$ cat src/hw/rtl/mbrs_pkg.sv
// Shared types, constants and helper functions for the Modbus ASCII register slave.
package mbrs_pkg;

    localparam logic [7:0] FC_READ     = 8'h03;
    localparam logic [7:0] FC_WRITE1   = 8'h06;
    localparam logic [7:0] FC_WRITEN   = 8'h10;
    localparam logic [7:0] CH_COLON    = 8'h3A;
    localparam logic [7:0] CH_CR       = 8'h0D;
    localparam logic [7:0] CH_LF       = 8'h0A;
    localparam logic [7:0] CH_DEL      = 8'h7F;
    localparam logic [7:0] CH_SPACE    = 8'h20;
    localparam int         WRITE_LIMIT = 47;
    localparam int         HDR_LEN     = 7;

    typedef enum logic [1:0] {
        RSP_NONE,
        RSP_READ,
        RSP_WR1,
        RSP_WRN
    } t_rsp;

    typedef enum logic [3:0] {
        D_NONE,
        D_RX,
        D_EVAL,
        D_FRD_HI,
        D_FRD_LO,
        D_NOTICE,
        D_COLON,
        D_FETCH,
        D_LOAD,
        D_LRC,
        D_HEX_HI,
        D_HEX_LO,
        D_CR,
        D_LF
    } t_dop;

    typedef struct packed {
        t_dop op;
    } t_cmd;

    typedef struct packed {
        logic frame_end;
        t_rsp rsp;
        logic out_free;
        logic bw_last;
        logic tx_last;
    } t_sts;

    function automatic logic [7:0] hex_digit(input logic [3:0] v);
        logic [7:0] d;
        if (v < 4'd10) begin
            d = 8'h30 + {4'd0, v};
        end else begin
            d = 8'h37 + {4'd0, v};
        end
        return d;
    endfunction

    // {valid, value}
    function automatic logic [4:0] hex_val(input logic [7:0] c);
        logic [7:0] t;
        logic [4:0] r;
        r = 5'd0;
        if (c >= 8'h30 && c <= 8'h39) begin
            t = c - 8'h30;
            r = {1'b1, t[3:0]};
        end else if (c >= 8'h41 && c <= 8'h46) begin
            t = c - 8'h37;
            r = {1'b1, t[3:0]};
        end else if (c >= 8'h61 && c <= 8'h66) begin
            t = c - 8'h57;
            r = {1'b1, t[3:0]};
        end
        return r;
    endfunction

endpackage

$ cat src/hw/rtl/mbrs_ram.sv
// Generic simple dual-port RAM with registered read.
module mbrs_ram #(
    parameter int WIDTH = 8,
    parameter int DEPTH = 64
) (
    input  logic                     i_clk,
    input  logic                     i_we,
    input  logic [$clog2(DEPTH)-1:0] i_waddr,
    input  logic [WIDTH-1:0]         i_wdata,
    input  logic                     i_re,
    input  logic [$clog2(DEPTH)-1:0] i_raddr,
    output logic [WIDTH-1:0]         o_rdata
);
    logic [WIDTH-1:0] r_mem [DEPTH];
    logic [WIDTH-1:0] r_rdata;

    always_ff @(posedge i_clk) begin
        if (i_we) begin
            r_mem[i_waddr] <= i_wdata;
        end
        if (i_re) begin
            r_rdata <= r_mem[i_raddr];
        end
    end

    assign o_rdata = r_rdata;
endmodule

$ cat src/hw/rtl/mbrs_ctrl.sv
// Controller state machine: sequences request intake, frame evaluation and response output.
module mbrs_ctrl (
    input  logic          i_clk,
    input  logic          i_rst_n,
    input  logic          i_in_valid,
    input  mbrs_pkg::t_sts i_sts,
    output logic          o_in_stall,
    output mbrs_pkg::t_cmd o_cmd
);
    typedef enum logic [12:0] {
        S_IDLE   = 13'b0000000000001,
        S_EVAL   = 13'b0000000000010,
        S_FRD_HI = 13'b0000000000100,
        S_FRD_LO = 13'b0000000001000,
        S_NOTICE = 13'b0000000010000,
        S_COLON  = 13'b0000000100000,
        S_FETCH  = 13'b0000001000000,
        S_LOAD   = 13'b0000010000000,
        S_HEX_HI = 13'b0000100000000,
        S_HEX_LO = 13'b0001000000000,
        S_LRC    = 13'b0010000000000,
        S_CR     = 13'b0100000000000,
        S_LF     = 13'b1000000000000
    } t_state;

    t_state         r_state, n_state;
    mbrs_pkg::t_rsp r_rsp, n_rsp;
    logic           r_lrc, n_lrc;

    always_ff @(posedge i_clk) begin
        if (!i_rst_n) begin
            r_state <= S_IDLE;
            r_rsp   <= mbrs_pkg::RSP_NONE;
            r_lrc   <= 1'b0;
        end else begin
            r_state <= n_state;
            r_rsp   <= n_rsp;
            r_lrc   <= n_lrc;
        end
    end

    always_comb begin
        n_state    = r_state;
        n_rsp      = r_rsp;
        n_lrc      = r_lrc;
        o_in_stall = 1'b1;
        o_cmd.op   = mbrs_pkg::D_NONE;
        unique case (r_state)
            S_IDLE: begin
                o_in_stall = 1'b0;
                if (i_in_valid) begin
                    o_cmd.op = mbrs_pkg::D_RX;
                    if (i_sts.frame_end) begin
                        n_state = S_EVAL;
                    end
                end
            end
            S_EVAL: begin
                o_cmd.op = mbrs_pkg::D_EVAL;
                n_rsp    = i_sts.rsp;
                unique case (i_sts.rsp)
                    mbrs_pkg::RSP_READ: n_state = S_COLON;
                    mbrs_pkg::RSP_WR1:  n_state = S_NOTICE;
                    mbrs_pkg::RSP_WRN:  n_state = S_FRD_HI;
                    default:            n_state = S_IDLE;
                endcase
            end
            S_FRD_HI: begin
                o_cmd.op = mbrs_pkg::D_FRD_HI;
                n_state  = S_FRD_LO;
            end
            S_FRD_LO: begin
                o_cmd.op = mbrs_pkg::D_FRD_LO;
                n_state  = S_NOTICE;
            end
            S_NOTICE: begin
                if (i_sts.out_free) begin
                    o_cmd.op = mbrs_pkg::D_NOTICE;
                    if (r_rsp == mbrs_pkg::RSP_WRN && !i_sts.bw_last) begin
                        n_state = S_FRD_HI;
                    end else begin
                        n_state = S_COLON;
                    end
                end
            end
            S_COLON: begin
                if (i_sts.out_free) begin
                    o_cmd.op = mbrs_pkg::D_COLON;
                    n_lrc    = 1'b0;
                    n_state  = S_FETCH;
                end
            end
            S_FETCH: begin
                o_cmd.op = mbrs_pkg::D_FETCH;
                n_state  = S_LOAD;
            end
            S_LOAD: begin
                o_cmd.op = mbrs_pkg::D_LOAD;
                n_state  = S_HEX_HI;
            end
            S_HEX_HI: begin
                if (i_sts.out_free) begin
                    o_cmd.op = mbrs_pkg::D_HEX_HI;
                    n_state  = S_HEX_LO;
                end
            end
            S_HEX_LO: begin
                if (i_sts.out_free) begin
                    o_cmd.op = mbrs_pkg::D_HEX_LO;
                    if (r_lrc) begin
                        n_state = S_CR;
                    end else if (i_sts.tx_last) begin
                        n_state = S_LRC;
                    end else begin
                        n_state = S_FETCH;
                    end
                end
            end
            S_LRC: begin
                o_cmd.op = mbrs_pkg::D_LRC;
                n_lrc    = 1'b1;
                n_state  = S_HEX_HI;
            end
            S_CR: begin
                if (i_sts.out_free) begin
                    o_cmd.op = mbrs_pkg::D_CR;
                    n_state  = S_LF;
                end
            end
            S_LF: begin
                if (i_sts.out_free) begin
                    o_cmd.op = mbrs_pkg::D_LF;
                    n_state  = S_IDLE;
                end
            end
            default: n_state = S_IDLE;
        endcase
    end
endmodule

$ cat src/hw/rtl/mbrs_dp.sv
// Datapath: frame assembly, register file, response byte source and output register.
module mbrs_dp #(
    parameter int REG_DEPTH   = 64,
    parameter int FRAME_DEPTH = 64,
    parameter int MAX_READ    = 12
) (
    input  logic           i_clk,
    input  logic           i_rst_n,
    input  mbrs_pkg::t_cmd i_cmd,
    output mbrs_pkg::t_sts o_sts,
    input  logic           i_opcode,
    input  logic [7:0]     i_rx_char,
    input  logic [5:0]     i_meas_index,
    input  logic [15:0]    i_meas_value,
    input  logic           i_out_stall,
    output logic           o_out_valid,
    output logic           o_kind,
    output logic [7:0]     o_tx_char,
    output logic [5:0]     o_notice_index,
    output logic [15:0]    o_notice_value,
    output logic           o_last
);
    localparam int RA = $clog2(REG_DEPTH);
    localparam int FA = $clog2(FRAME_DEPTH);
    localparam int CW = $clog2(FRAME_DEPTH + 1);
    localparam int KW = $clog2(3 + 2 * MAX_READ);
    localparam int HDR_SZ = mbrs_pkg::HDR_LEN;

    logic           r_in_frame, r_half, r_err;
    logic [3:0]     r_hn;
    logic [CW-1:0]  r_bc;
    logic [7:0]     r_lrc;
    logic [7:0]     r_hdr [HDR_SZ];
    mbrs_pkg::t_rsp r_rsp;
    logic [FA-1:0]  r_bi;
    logic [KW-1:0]  r_k;
    logic [7:0]     r_sum, r_byte, r_hi;
    logic [REG_DEPTH-1:0] r_vld;
    logic           r_rd_vld;
    logic           r_ov, r_kind, r_last;
    logic [7:0]     r_tx;
    logic [5:0]     r_nidx;
    logic [15:0]    r_nval;

    mbrs_pkg::t_dop op;
    logic [4:0]     hv;
    logic           is_ctrl, is_colon, rx_ch, byte_we, meas_we, not_we, out_free;
    logic [7:0]     new_byte, f_rdata, src_byte;
    logic [15:0]    w_start, w_cnt, w_nidx, w_nval, reg_rdata, rd_word;
    logic [16:0]    w_end;
    logic           w_ok, w_n7, w_range, ok_rd, ok_w1, ok_wn;
    logic [FA-1:0]  f_raddr;
    logic [RA-1:0]  rf_waddr, rf_raddr;
    logic [15:0]    rf_wdata;
    logic [KW-1:0]  k_off;
    mbrs_pkg::t_rsp rsp;

    assign op       = i_cmd.op;
    assign hv       = mbrs_pkg::hex_val(i_rx_char);
    assign is_colon = i_rx_char == mbrs_pkg::CH_COLON;
    assign is_ctrl  = i_rx_char < mbrs_pkg::CH_SPACE || i_rx_char == mbrs_pkg::CH_DEL;
    assign rx_ch    = op == mbrs_pkg::D_RX && !i_opcode;
    assign new_byte = {r_hn, hv[3:0]};
    assign byte_we  = rx_ch && r_in_frame && !is_colon && !is_ctrl && hv[4] && r_half
                      && r_bc < CW'(FRAME_DEPTH);
    assign meas_we  = op == mbrs_pkg::D_RX && i_opcode && 9'(i_meas_index) < 9'(REG_DEPTH);
    assign not_we   = op == mbrs_pkg::D_NOTICE;

    assign w_start = {r_hdr[2], r_hdr[3]};
    assign w_cnt   = {r_hdr[4], r_hdr[5]};
    assign w_end   = {1'b0, w_start} + {1'b0, w_cnt};
    assign w_ok    = !r_err && !r_half && r_bc >= CW'(2) && r_lrc == 8'd0;
    assign w_n7    = r_bc == CW'(7);
    assign w_range = w_end <= 17'(REG_DEPTH);
    assign ok_rd   = w_n7 && w_cnt != 16'd0 && w_cnt <= 16'(MAX_READ) && w_range;
    assign ok_w1   = w_n7 && w_start < 16'(REG_DEPTH);
    assign ok_wn   = r_bc >= CW'(8) && w_cnt != 16'd0 && w_cnt <= 16'(mbrs_pkg::WRITE_LIMIT)
                     && w_range && 17'(r_hdr[6]) == {w_cnt[15:0], 1'b0}
                     && 9'(r_bc) == 9'd8 + {1'b0, r_hdr[6]};

    always_comb begin
        rsp = mbrs_pkg::RSP_NONE;
        if (w_ok) begin
            unique case (r_hdr[1])
                mbrs_pkg::FC_READ:   rsp = ok_rd ? mbrs_pkg::RSP_READ : mbrs_pkg::RSP_NONE;
                mbrs_pkg::FC_WRITE1: rsp = ok_w1 ? mbrs_pkg::RSP_WR1 : mbrs_pkg::RSP_NONE;
                mbrs_pkg::FC_WRITEN: rsp = ok_wn ? mbrs_pkg::RSP_WRN : mbrs_pkg::RSP_NONE;
                default:             rsp = mbrs_pkg::RSP_NONE;
            endcase
        end
    end

    // frame byte store
    assign f_raddr = FA'({r_bi, 1'b0}) + ((op == mbrs_pkg::D_FRD_HI) ? FA'(7) : FA'(8));

    mbrs_ram #(.WIDTH(8), .DEPTH(FRAME_DEPTH)) u_frame (
        .i_clk  (i_clk),
        .i_we   (byte_we),
        .i_waddr(r_bc[FA-1:0]),
        .i_wdata(new_byte),
        .i_re   (op == mbrs_pkg::D_FRD_HI || op == mbrs_pkg::D_FRD_LO),
        .i_raddr(f_raddr),
        .o_rdata(f_rdata)
    );

    // register file
    assign w_nidx   = (r_rsp == mbrs_pkg::RSP_WR1) ? w_start : w_start + 16'(r_bi);
    assign w_nval   = (r_rsp == mbrs_pkg::RSP_WR1) ? w_cnt : {r_hi, f_rdata};
    assign rf_waddr = not_we ? w_nidx[RA-1:0] : RA'(i_meas_index);
    assign rf_wdata = not_we ? w_nval : i_meas_value;
    assign k_off    = (r_k - KW'(3)) >> 1;
    assign rf_raddr = w_start[RA-1:0] + RA'(k_off);

    mbrs_ram #(.WIDTH(16), .DEPTH(REG_DEPTH)) u_regs (
        .i_clk  (i_clk),
        .i_we   (not_we || meas_we),
        .i_waddr(rf_waddr),
        .i_wdata(rf_wdata),
        .i_re   (op == mbrs_pkg::D_FETCH),
        .i_raddr(rf_raddr),
        .o_rdata(reg_rdata)
    );

    assign rd_word = r_rd_vld ? reg_rdata : 16'd0;

    always_comb begin
        src_byte = r_hdr[r_k[2:0]];
        if (r_rsp == mbrs_pkg::RSP_READ) begin
            if (r_k == KW'(0)) begin
                src_byte = r_hdr[0];
            end else if (r_k == KW'(1)) begin
                src_byte = mbrs_pkg::FC_READ;
            end else if (r_k == KW'(2)) begin
                src_byte = {w_cnt[6:0], 1'b0};
            end else begin
                src_byte = r_k[0] ? rd_word[15:8] : rd_word[7:0];
            end
        end
    end

    assign out_free = !r_ov || !i_out_stall;

    assign o_sts.frame_end = !i_opcode && r_in_frame && !is_colon && is_ctrl;
    assign o_sts.rsp       = rsp;
    assign o_sts.out_free  = out_free;
    assign o_sts.bw_last   = 16'(r_bi) + 16'd1 == w_cnt;
    assign o_sts.tx_last   = (r_rsp == mbrs_pkg::RSP_READ)
                             ? (16'(r_k) == 16'd2 + {w_cnt[14:0], 1'b0})
                             : (r_k == KW'(5));

    // frame receive control
    always_ff @(posedge i_clk) begin
        if (!i_rst_n) begin
            r_in_frame <= 1'b0;
            r_half     <= 1'b0;
            r_err      <= 1'b0;
            r_hn       <= 4'd0;
            r_bc       <= '0;
            r_lrc      <= 8'd0;
        end else if (rx_ch) begin
            if (is_colon) begin
                r_in_frame <= 1'b1;
                r_half     <= 1'b0;
                r_err      <= 1'b0;
                r_hn       <= 4'd0;
                r_bc       <= '0;
                r_lrc      <= 8'd0;
            end else if (r_in_frame) begin
                if (is_ctrl) begin
                    r_in_frame <= 1'b0;
                end else if (!hv[4]) begin
                    r_err <= 1'b1;
                end else if (!r_half) begin
                    r_hn   <= hv[3:0];
                    r_half <= 1'b1;
                end else begin
                    r_half <= 1'b0;
                    if (r_bc < CW'(FRAME_DEPTH)) begin
                        r_bc  <= r_bc + CW'(1);
                        r_lrc <= r_lrc + new_byte;
                    end else begin
                        r_err <= 1'b1;
                    end
                end
            end
        end
    end

    always_ff @(posedge i_clk) begin
        if (byte_we && r_bc < CW'(HDR_SZ)) begin
            r_hdr[r_bc[2:0]] <= new_byte;
        end
    end

    always_ff @(posedge i_clk) begin
        if (!i_rst_n) begin
            r_vld <= '0;
        end else if (not_we || meas_we) begin
            r_vld[rf_waddr] <= 1'b1;
        end
    end

    always_ff @(posedge i_clk) begin
        if (!i_rst_n) begin
            r_rsp <= mbrs_pkg::RSP_NONE;
        end else if (op == mbrs_pkg::D_EVAL) begin
            r_rsp <= rsp;
        end
    end

    always_ff @(posedge i_clk) begin
        unique case (op)
            mbrs_pkg::D_EVAL:   r_bi <= '0;
            mbrs_pkg::D_FRD_LO: r_hi <= f_rdata;
            mbrs_pkg::D_NOTICE: r_bi <= r_bi + FA'(1);
            mbrs_pkg::D_COLON: begin
                r_sum <= 8'd0;
                r_k   <= '0;
            end
            mbrs_pkg::D_FETCH:  r_rd_vld <= r_vld[rf_raddr];
            mbrs_pkg::D_LOAD:   r_byte <= src_byte;
            mbrs_pkg::D_LRC:    r_byte <= 8'd0 - r_sum;
            mbrs_pkg::D_HEX_LO: begin
                r_sum <= r_sum + r_byte;
                r_k   <= r_k + KW'(1);
            end
            default: ;
        endcase
    end

    // output register
    always_ff @(posedge i_clk) begin
        if (!i_rst_n) begin
            r_ov <= 1'b0;
        end else if (op == mbrs_pkg::D_NOTICE || op == mbrs_pkg::D_COLON
                     || op == mbrs_pkg::D_HEX_HI || op == mbrs_pkg::D_HEX_LO
                     || op == mbrs_pkg::D_CR || op == mbrs_pkg::D_LF) begin
            r_ov <= 1'b1;
        end else if (!i_out_stall) begin
            r_ov <= 1'b0;
        end
    end

    always_ff @(posedge i_clk) begin
        unique case (op)
            mbrs_pkg::D_NOTICE: begin
                r_kind <= 1'b1;
                r_tx   <= 8'd0;
                r_nidx <= w_nidx[5:0];
                r_nval <= w_nval;
                r_last <= 1'b0;
            end
            mbrs_pkg::D_COLON, mbrs_pkg::D_HEX_HI, mbrs_pkg::D_HEX_LO,
            mbrs_pkg::D_CR, mbrs_pkg::D_LF: begin
                r_kind <= 1'b0;
                r_nidx <= 6'd0;
                r_nval <= 16'd0;
                r_last <= op == mbrs_pkg::D_LF;
                unique case (op)
                    mbrs_pkg::D_COLON:  r_tx <= mbrs_pkg::CH_COLON;
                    mbrs_pkg::D_HEX_HI: r_tx <= mbrs_pkg::hex_digit(r_byte[7:4]);
                    mbrs_pkg::D_HEX_LO: r_tx <= mbrs_pkg::hex_digit(r_byte[3:0]);
                    mbrs_pkg::D_CR:     r_tx <= mbrs_pkg::CH_CR;
                    default:            r_tx <= mbrs_pkg::CH_LF;
                endcase
            end
            default: ;
        endcase
    end

    assign o_out_valid    = r_ov;
    assign o_kind         = r_kind;
    assign o_tx_char      = r_tx;
    assign o_notice_index = r_nidx;
    assign o_notice_value = r_nval;
    assign o_last         = r_last;
endmodule

$ cat src/hw/rtl/modbus_ascii_register_slave.sv
// Top level of the Modbus ASCII register slave.
// A frame end is followed by evaluation; a single write gives its notice and a block write
// reads each register's two data bytes from the frame store before its notice. A response
// sends ':', each byte (fetch, load, high and low hex digit), the LRC byte, CR and LF.
// The controller takes no new request until a frame's work is done; output stalls hold it.
// Reset is synchronous and active low; it clears the register file valid bits.
module modbus_ascii_register_slave #(
    parameter int REG_DEPTH   = 64,
    parameter int FRAME_DEPTH = 64,
    parameter int MAX_READ    = 12
) (
    input  logic        i_clk,
    input  logic        i_rst_n,
    input  logic        i_in_valid,
    output logic        o_in_stall,
    input  logic        i_opcode,
    input  logic [7:0]  i_rx_char,
    input  logic [5:0]  i_meas_index,
    input  logic [15:0] i_meas_value,
    output logic        o_out_valid,
    input  logic        i_out_stall,
    output logic        o_kind,
    output logic [7:0]  o_tx_char,
    output logic [5:0]  o_notice_index,
    output logic [15:0] o_notice_value,
    output logic        o_last
);
    mbrs_pkg::t_cmd cmd;
    mbrs_pkg::t_sts sts;

    mbrs_ctrl u_ctrl (
        .i_clk     (i_clk),
        .i_rst_n   (i_rst_n),
        .i_in_valid(i_in_valid),
        .i_sts     (sts),
        .o_in_stall(o_in_stall),
        .o_cmd     (cmd)
    );

    mbrs_dp #(
        .REG_DEPTH  (REG_DEPTH),
        .FRAME_DEPTH(FRAME_DEPTH),
        .MAX_READ   (MAX_READ)
    ) u_dp (
        .i_clk         (i_clk),
        .i_rst_n       (i_rst_n),
        .i_cmd         (cmd),
        .o_sts         (sts),
        .i_opcode      (i_opcode),
        .i_rx_char     (i_rx_char),
        .i_meas_index  (i_meas_index),
        .i_meas_value  (i_meas_value),
        .i_out_stall   (i_out_stall),
        .o_out_valid   (o_out_valid),
        .o_kind        (o_kind),
        .o_tx_char     (o_tx_char),
        .o_notice_index(o_notice_index),
        .o_notice_value(o_notice_value),
        .o_last        (o_last)
    );

    a_notice_not_last: assert property (@(posedge i_clk) disable iff (!i_rst_n)
        o_out_valid && o_kind |-> !o_last)
        else $error("write notice marked last");

    a_last_is_lf: assert property (@(posedge i_clk) disable iff (!i_rst_n)
        o_out_valid && o_last |-> o_tx_char == mbrs_pkg::CH_LF)
        else $error("final item is not LF");

    a_notice_char_zero: assert property (@(posedge i_clk) disable iff (!i_rst_n)
        o_out_valid && o_kind |-> o_tx_char == 8'd0)
        else $error("notice carries a character");
endmodule

$ cat config.mk
export PLATFORM = sky130hd
export DESIGN_NAME = modbus_ascii_register_slave
export DESIGN_NICKNAME = d
export VERILOG_FILES = /design/src/hw/rtl/mbrs_pkg.sv /design/src/hw/rtl/mbrs_ram.sv /design/src/hw/rtl/mbrs_ctrl.sv /design/src/hw/rtl/mbrs_dp.sv /design/src/hw/rtl/modbus_ascii_register_slave.sv
export SDC_FILE = /design/constraint.sdc
export NUM_CORES = 2
export LEC_CHECK = 0
export BUFFER_PORTS_ARGS = -buffer_cell sky130_fd_sc_hd__clkbuf_2
export CAP_MARGIN = 30
export CORE_ASPECT_RATIO = 1.2
export CORE_MARGIN = 2
export CORE_UTILIZATION = 45
export DETAILED_ROUTE_END_ITERATION = 8
export PLACE_DENSITY = 0.71
export SYNTH_ARGS = -nofsm -noshare
export SYNTH_HDL_FRONTEND = slang
export SYNTH_SLANG_ARGS = --single-unit
export TNS_END_PERCENT = 5
$ cat constraint.sdc
create_clock -name i_clk -period 7 [get_ports i_clk]
set_input_delay 0.35 -clock i_clk [delete_from_list [all_inputs] [get_ports i_clk]]
set_output_delay 0.35 -clock i_clk [all_outputs]
set_load 0.05 [all_outputs]
Word level (Yosys, flattened, before mapping)
Memories as Yosys holds them, arrays and structs flattened. A register that Yosys moved wholly into a read port is not among the register bits.
Cells that the tools add are included.
{"block": "classes", "add_sub_neg": 21, "order_cmp": 20, "eq_ne": 58, "muxes": 100, "bitwise": 1, "n_reduce_logical": 66}
{"operator": "$pmux 13 s12", "count": 1}
{"operator": "$mux 13", "count": 9}
{"operator": "$mux 8", "count": 13}
{"operator": "$or 64x64->64", "count": 1}
{"operator": "$pmux 4 s13", "count": 1}
{"operator": "$mux 16", "count": 3}
{"operator": "$pmux 8 s2", "count": 3}
{"operator": "$mux 7", "count": 6}
{"operator": "$mux 4", "count": 10}
{"operator": "$pmux 16 s2", "count": 1}
{"operator": "$pmux 8 s4", "count": 1}
{"operator": "$logic_and 1x1->1", "count": 29}
{"operator": "$mux 1", "count": 29}
{"operator": "$add 6x4->7 const A", "count": 4}
{"operator": "$eq 4x4->1 const B", "count": 6}
{"operator": "$pmux 6 s2", "count": 2}
{"operator": "$mux 6", "count": 3}
{"operator": "$pmux 6 s3", "count": 1}
{"operator": "$reduce_bool 2->1", "count": 9}
{"operator": "$add 16x16->17", "count": 1}
{"operator": "$eq 8x17->1", "count": 1}
{"operator": "$le 17x7->1 const B", "count": 1}
{"operator": "$add 2x16->16 const A", "count": 1}
{"operator": "$add 8x8->8", "count": 2}
{"operator": "81 further kinds", "count": 128}
{"block": "totals", "reg_bits": 173, "ram_bits": 1592, "output_inout_bits": 34, "mem_count": 3}
{"name": "u_dp.u_regs.r_mem", "depth": 64, "width": 16, "rd": 1, "rd_ports_with_merged_regs": 1, "wr": 1, "line_no": "mbrs_ram.sv:14", "source": "logic [WIDTH-1:0] r_mem [DEPTH];"}
{"name": "u_dp.u_frame.r_mem", "depth": 64, "width": 8, "rd": 1, "rd_ports_with_merged_regs": 1, "wr": 1, "line_no": "mbrs_ram.sv:14"}
{"name": "u_dp.r_hdr", "depth": 7, "width": 8, "rd": 8, "rd_ports_with_merged_regs": 1, "wr": 1, "line_no": "mbrs_dp.sv:33", "source": "logic [7:0] r_hdr [HDR_SZ];"}

Logic depth before layout (Yosys ltp)
{"block": "depth", "word_depth": 15, "ltp_mapped": 16, "depth_no_buf": 16}

Modules after synthesis
Synthesis repeated with hierarchy kept, for this count alone.
{"block": "hier_totals", "cells_unflattened": 4234, "hier_area_um2": 74649.1}
{"module": "mbrs_ram (u_dp.u_regs)", "n_inst": 1, "cells_per_inst": 1829, "area_each_um2": 40202.3, "seq_area_each_um2": 31230.0}
{"module": "mbrs_ram (u_dp.u_frame)", "n_inst": 1, "cells_per_inst": 972, "area_each_um2": 20270.7, "seq_area_each_um2": 15615.0}
{"module": "mbrs_dp", "n_inst": 1, "cells_per_inst": 1293, "area_each_um2": 13057.5, "seq_area_each_um2": 5775.5}
{"module": "mbrs_ctrl", "n_inst": 1, "cells_per_inst": 140, "area_each_um2": 1118.6, "seq_area_each_um2": 320.3}

Worst setup path before layout
No wires, ideal clock.
{"block": "synth_timing", "path_type": "input -> register", "start": "input i_rx_char[3]", "end": "register u_dp.r_lrc[7]", "setup_ns": 0.130, "arrival_ns": 5.887, "slack_ns": 0.983, "stages": 12, "path_buffers": 0, "path_cell_list": "or4b_1 > a311oi_2 > nand2_1 > o21ai_0 > ha_1 > a21oi_1 > nor2b_1 > o21a_1 > o41ai_1 > xnor2_1 > nand2_1 > o211ai_1"}
{"block": "synth_between", "elab_chain_cells": 12, "elab_cells_between_ends": 32}
{"element": "from (decl)", "line_no": "modbus_ascii_register_slave.sv:17", "source": "input logic [7:0] i_rx_char,"}
{"element": "$ge 8x7->1 / $le 8x7->1 (equally long branches)", "line_no": "mbrs_pkg.sv:72", "source": "end else if (c >= 8'h61 && c <= 8'h66) begin"}
{"element": "$logic_and 1x1->1", "line_no": "mbrs_pkg.sv:72"}
{"element": "$mux 5", "line_no": "mbrs_pkg.sv:72"}
{"element": "$mux 5", "line_no": "mbrs_pkg.sv:69", "source": "end else if (c >= 8'h41 && c <= 8'h46) begin"}
{"element": "$mux 5 *", "line_no": "mbrs_pkg.sv:66", "source": "if (c >= 8'h30 && c <= 8'h39) begin"}
{"element": "net u_dp.hv[2]", "line_no": "mbrs_dp.sv:46", "source": "logic [4:0] hv;"}
{"element": "$add 8x8->8 *", "line_no": "mbrs_dp.sv:180", "source": "r_lrc <= r_lrc + new_byte;"}
{"element": "$mux 8 *", "line_no": "mbrs_dp.sv:178", "source": "if (r_bc < CW'(FRAME_DEPTH)) begin"}
{"element": "$mux 8 *", "line_no": "mbrs_dp.sv:173", "source": "end else if (!r_half) begin"}
{"element": "$mux 8 *", "line_no": "mbrs_dp.sv:171", "source": "end else if (!hv[4]) begin"}
{"element": "$mux 8 *", "line_no": "mbrs_dp.sv:169", "source": "if (is_ctrl) begin"}
{"element": "$mux 8 *", "line_no": "mbrs_dp.sv:168", "source": "end else if (r_in_frame) begin"}
{"element": "$mux 8 *", "line_no": "mbrs_dp.sv:161", "source": "if (is_colon) begin"}
{"element": "to (signal assigned)", "line_no": "mbrs_dp.sv:180"}
{"element": "to (decl)", "line_no": "mbrs_dp.sv:32", "source": "logic [7:0] r_lrc;"}
The timed path passes the listed nets; every way through them passes the cells marked *. The select of a mux whose other input is x is not followed.
A chain may end at the register's enable or synchronous reset.

Worst setup path in the final report
{"block": "layout_timing", "start": "register u_dp.r_k[0]", "end": "register u_dp.u_regs.r_rdata[6] (netlist: u_dp.u_regs.o_rdata[6]) (read register of u_dp.u_regs.r_mem), data pin"}
{"block": "layout_between", "elab_chain_cells": 2}
{"element": "from (decl)", "line_no": "mbrs_dp.sv:36", "source": "logic [KW-1:0] r_k;"}
{"element": "from (signal assigned)", "line_no": "mbrs_dp.sv:225", "source": "r_k <= r_k + KW'(1);"}
{"element": "$sub 5x2->5", "line_no": "mbrs_dp.sv:111", "source": "assign k_off = (r_k - KW'(3)) >> 1;"}
{"element": "$add 6x4->6", "line_no": "mbrs_dp.sv:112", "source": "assign rf_raddr = w_start[RA-1:0] + RA'(k_off);"}
{"element": "to (decl)", "line_no": "mbrs_ram.sv:15", "source": "logic [WIDTH-1:0] r_rdata;"}
No other way between the ends.

==> flow_summary.html <==
<table>
<tr><th>Metric</th><th>Value</th></tr>
<tr><th colspan="2">Yosys</th></tr>
<tr><td>Post-synthesis simple-gate area fraction</td><td>4.82%</td></tr>
<tr><td>Share of synthesized cell area in full adder, half adder and majority cells</td><td>1.18%</td></tr>
<tr><td>Share of synthesized registers carrying an async set or reset</td><td>0%</td></tr>
<tr><td>Post-Synth XOR/XNOR Area</td><td>less than 1%</td></tr>
<tr><td>Synthesized cell area</td><td>roughly 0.073 sq mm</td></tr>
<tr><td>Dominant combinational cell family by area after synthesis</td><td>multiplexers</td></tr>
<tr><td>Compound-gate portion of the synthesized area</td><td>3.26%</td></tr>
<tr><td>Number of standard cells after synthesis</td><td>3817</td></tr>
<tr><td>Sequential share of the synthesized area</td><td>72.5%</td></tr>
<tr><td>Number of distinct standard cells referenced by the synthesized netlist</td><td>88</td></tr>
<tr><td>Leading register cell type out of synthesis</td><td>sky130_fd_sc_hd__edfxtp_1</td></tr>
<tr><td>Number of warnings reported in the yosys synthesis log</td><td>0</td></tr>
<tr><td>Flops &amp; latches, synth</td><td>1799</td></tr>
<tr><td>Proportion of synthesized area in mux cells</td><td>16.0%</td></tr>
<tr><td>Syn_area_per_cell</td><td>19.1 sq um</td></tr>
<tr><td>EDFF count, synth</td><td>~1700</td></tr>
<tr><th colspan="2">STA</th></tr>
<tr><td>RSZ-0062 raised after global routing</td><td>no</td></tr>
<tr><td>Min setup slack post-route</td><td>1.67 ns</td></tr>
<tr><td>Timing-limited maximum frequency</td><td>188 MHz</td></tr>
<tr><td>Worst relative slew slack</td><td>20.6%</td></tr>
<tr><td>Post-Route Skew</td><td>between 0.05 and 0.06 ns</td></tr>
<tr><td>Max Slew Vio Count</td><td>0</td></tr>
<tr><td>Final sum of negative setup slack</td><td>0 ns</td></tr>
<tr><td>Number of hold violations in the final report</td><td>0</td></tr>
<tr><td>Finish-stage setup viols</td><td>0</td></tr>
<tr><td>Final critical-path share of the clock period</td><td>76.2%</td></tr>
<tr><td>Actual transition at the worst max-transition pin</td><td>1.18 ns</td></tr>
<tr><td>Minimum period implied by the final worst setup slack</td><td>roughly 5.3 ns</td></tr>
<tr><th colspan="2">Place</th></tr>
<tr><td>Number of buffer cells added on primary ports</td><td>67</td></tr>
<tr><td>Pre-CTS setup slack</td><td>1.72 ns</td></tr>
<tr><td>Placer's final routability congestion estimate</td><td>0.895</td></tr>
<tr><td>Estimated wirelength of the detail-placed design</td><td>112 mm</td></tr>
<tr><th colspan="2">GRT</th></tr>
<tr><td>Global-route wire length before repair</td><td>267 mm</td></tr>
<tr><td>Grt total ovfl</td><td>0</td></tr>
<tr><td>Number of global-route vias before repair</td><td>38432</td></tr>
<tr><td>Number of antenna violations at the first check in global routing</td><td>6</td></tr>
<tr><td>Aggregate global-route resource usage</td><td>22.3%</td></tr>
<tr><td>Pin count of the biggest net entering global routing</td><td>76</td></tr>
<tr><th colspan="2">Drt</th></tr>
<tr><td>Number of antenna-violating nets in the routed design</td><td>0</td></tr>
<tr><td>Routed via count divided by cell count</td><td>~6.1</td></tr>
<tr><td>Per-cell routed wire length</td><td>29.3 um</td></tr>
<tr><td>Remaining design rule violation count</td><td>0</td></tr>
<tr><td>Via count</td><td>38734</td></tr>
<tr><td>Number of DRC markers in iteration 0</td><td>4802</td></tr>
<tr><td>Drt first pass iters</td><td>6</td></tr>
<tr><td>Overall routed net length</td><td>185 mm</td></tr>
<tr><th colspan="2">CTS</th></tr>
<tr><td>CTS tree</td><td>yes</td></tr>
<tr><td>Total of cells resized after clock tree synthesis</td><td>0</td></tr>
<tr><td># clock sinks</td><td>1799</td></tr>
<tr><td>Total clock buffers created by CTS</td><td>around 170</td></tr>
<tr><td>Clock latency at the later pin of the worst-skew pair</td><td>0.83 ns</td></tr>
<tr><td>Number of hold-repair buffers added at the cts stage</td><td>3</td></tr>
<tr><td>Post-CTS setup repair buffer count</td><td>0</td></tr>
<tr><td>Clock slew seen by the registers of the worst setup and hold paths</td><td>0.06 ns</td></tr>
<tr><td>Clock Tree Root</td><td>sky130_fd_sc_hd__clkbuf_16</td></tr>
<tr><td>Number of H-tree levels</td><td>4</td></tr>
<tr><td>Clock tree buffer depth</td><td>3</td></tr>
<tr><th colspan="2">Power</th></tr>
<tr><td>IR drop worst, VDD</td><td>0.274 mV</td></tr>
<tr><td>Internal Dissipation</td><td>0.0172 W</td></tr>
<tr><td>Leak Pwr</td><td>25.2 nW</td></tr>
<tr><td>Sw Ratio</td><td>20.0%</td></tr>
<tr><td>Sequential cell fraction of total power</td><td>54.5%</td></tr>
<tr><td>Part of the power in combinational logic</td><td>approximately 1.2%</td></tr>
<tr><td>Cell area power density</td><td>approximately 260 mW/mm^2</td></tr>
<tr><td>Power dissipated by switching net loads</td><td>about 0.0043 W</td></tr>
<tr><td>Part of the total power dissipated in the clock network</td><td>44.3%</td></tr>
<tr><th colspan="2">Cells and area</th></tr>
<tr><td>Most common cell after layout, fill and taps aside</td><td>sky130_fd_sc_hd__edfxtp_1</td></tr>
<tr><td>Signed area change from the synthesized netlist to the final layout</td><td>13.2%</td></tr>
<tr><td>Count of nets after finishing</td><td>between 4000 and 5000</td></tr>
<tr><td>Proportion of layout cells with a drive suffix above 1</td><td>between 20% and 30%</td></tr>
<tr><td>Count of fill cells added during filler insertion</td><td>12445</td></tr>
<tr><td>Commonest cells after routing, fill and taps aside</td><td>1691 x sky130_fd_sc_hd__edfxtp_1, 489 x sky130_fd_sc_hd__mux4_2, 210 x sky130_fd_sc_hd__nor2_1</td></tr>
<tr><th colspan="2">Critical path</th></tr>
<tr><td>Depth of the most critical reg-to-reg path</td><td>9</td></tr>
<tr><td>Arrival time reported for the critical path endpoint</td><td>slightly below 6 ns</td></tr>
<tr><td>Register-to-register setup slack</td><td>1.67 ns</td></tr>
<tr><td>Series of cell instances along the critical path</td><td>inv_1 &gt; ha_1 &gt; ha_4 &gt; inv_1 &gt; fa_4 &gt; buf_4 &gt; mux4_2 &gt; mux4_2 &gt; mux4_2</td></tr>
<tr><td>Slowest stage delay, CP</td><td>1.33 ns</td></tr>
<tr><td>Critical Path Sink Type</td><td>register</td></tr>
<tr><td>WP data required</td><td>approximately 7.6 ns</td></tr>
<tr><td>Crit path launch</td><td>u_dp.r_k[0]$_DFFE_PN_</td></tr>
<tr><td>Startpoint of the worst register-to-register path</td><td>u_dp.r_k[0]$_DFFE_PN_</td></tr>
<tr><td>Crit path kind</td><td>reg2reg</td></tr>
<tr><td>End of the worst register-to-register path</td><td>u_dp.u_regs.o_rdata[6]$_DFFE_PN_</td></tr>
<tr><td>Crit-path max FO</td><td>44</td></tr>
<tr><td>Setup crit start kind</td><td>register</td></tr>
<tr><td>Cell at the slowest stage of the critical path</td><td>sky130_fd_sc_hd__fa_4</td></tr>
<tr><td>CP Capture Point</td><td>u_dp.u_regs.o_rdata[6]$_DFFE_PN_</td></tr>
<tr><td>Cell occurring most often along the worst timing path</td><td>sky130_fd_sc_hd__mux4_2</td></tr>
<tr><th colspan="2">Floorplanning</th></tr>
<tr><td>Initial core utilization</td><td>a little under half</td></tr>
<tr><td>Core area</td><td>0.161 sq mm</td></tr>
<tr><td>I/O Pins</td><td>69</td></tr>
<tr><td>Area of the die</td><td>roughly 0.17 sq mm</td></tr>
<tr><td>Placement row count</td><td>161</td></tr>
<tr><td>Width of the die</td><td>372 um</td></tr>
<tr><td>Die span in y</td><td>445 um</td></tr>
<tr><th colspan="2">Job</th></tr>
<tr><td>Number of violations of the max-capacitance limit</td><td>0</td></tr>
<tr><th colspan="2">Min path</th></tr>
<tr><td>Kind of path behind the tightest hold check</td><td>in2reg</td></tr>
<tr><th colspan="2">Status</th></tr>
<tr><td>Run status</td><td>completed</td></tr>
</table>
## worst max-delay path, delay by kind of cell, from the launching register on
| kind | cells | cell delay [ns] |
|---|---|---|
| DFF | 1 | 0.90 |
| muxes | 3 | 1.44 |
| adders and majority gates | 3 | 1.86 |
| buffers and inverters | 3 | 0.79 |
## cell families (layout without fill, tap and decap cells)
group / count (synthesis) / after routing
compound gates: 388 / 388
xor+xnor: 66 / 66
fa+ha+maj: 65 / 65
buf+inv: 221 / 572
flops: 1799 / 1799
mux: 540 / 540
other cells: 1 / 13
simple gates: 737 / 737
## flip-flops by register name, indices dropped and copies added (netlist names), 13 cells and up, named ones only
name	cells
u_dp.r_hdr	64
u_dp.u_regs.o_rdata	16
u_ctrl.r_state	13
u_dp.o_notice_value	16
u_dp.u_frame.r_mem	512
u_dp.r_vld	64
u_dp.u_regs.r_mem	1024
## Yosys cell counts, drive strengths merged (42+ instances only)
| cell type | count | area [sq um] |
|---|---|---|
| ha | 59 | 738 |
| inv | 44 | 170 |
| a21oi | 77 | 385 |
| clkbuf | 135 | 510 |
| o22ai | 76 | 475 |
| mux4 | 498 | 11200 |
| nand2 | 188 | 706 |
| nor2 | 260 | 978 |
| buf | 42 | 332 |
| dfxtp | 108 | 2160 |
| o21ai | 124 | 621 |
| nand3 | 72 | 365 |
| edfxtp | 1691 | 50800 |
## routing by layer
metal / global-route usage (%) / routed length, um / vias up
li1: - / - / 16110
met5: 0 / 38 / -
met1: 28.4 / 67800 / 20221
met3: 4.83 / 16500 / 388
met4: 9.16 / 8020 / 6
met2: 37.2 / 92400 / 2009
## power groups by stage
stage / Sequential (W) / Clock (W) / Combinational [W]
after global placement: 0.0120 / 0 / 0.000238
after global routing: 0.0117 / 0.0100 / 0.000271
after CTS: 0.0117 / 0.00964 / 0.000253
after detailed placement: 0.0120 / 0 / 0.000250
after floorplan: 0.0120 / 0 / 0.000116
final: 0.0117 / 0.00953 / 0.000256
## worst min-delay path by stage
stage | slack [ns] | endpoint | startpoint | depth (start not counted)
final | 0.08 | u_dp.u_regs.r_mem[38][10]$_DFFE_PP_ | i_meas_value[10] | 3
after CTS | 0.004 | u_dp.u_regs.r_mem[38][10]$_DFFE_PP_ | i_meas_value[10] | 3
after global placement | 0.43 | u_dp.r_vld[12]$_SDFFE_PN0N_ | u_dp.r_vld[12]$_SDFFE_PN0N_ | 2
after global routing | 0.05 | u_dp.u_regs.r_mem[38][10]$_DFFE_PP_ | i_meas_value[10] | 3
after detailed placement | 0.44 | u_dp.r_vld[12]$_SDFFE_PN0N_ | u_dp.r_vld[12]$_SDFFE_PN0N_ | 2
after floorplan | 0.42 | u_dp.r_vld[0]$_SDFFE_PN0N_ | u_dp.r_vld[0]$_SDFFE_PN0N_ | 2
## stage by stage
stage               hold WS [ns]  power [W]  area [sq um]  util (%)  cells
floorplan                  0.420     0.0121         73000         -   3825
global placement           0.428     0.0122         76600      47.7   5962
detailed placement         0.439     0.0122         76700      47.7   5968
CTS                      0.00404     0.0216         82500      51.4   6287
global route              0.0471     0.0220         82600      51.4   6295
finish                    0.0845     0.0215         82600      51.4   6299
## final cells by class
class | instances | area [sq um] | area share (%)
flip-flops and latches | 1799 | 52900 | 64.1
multi-input cells | 1805 | 19500 | 23.5
clock buffers | 200 | 4480 | 5.43
well taps | 2119 | 2650 | 3.21
repair buffers | 212 | 1580 | 1.91
clock inverters | 116 | 1320 | 1.60
inverters | 44 | 173 | 0.209
diodes | 4 | 10.0 | 0.0121
(Power assumes the default switching activity.)
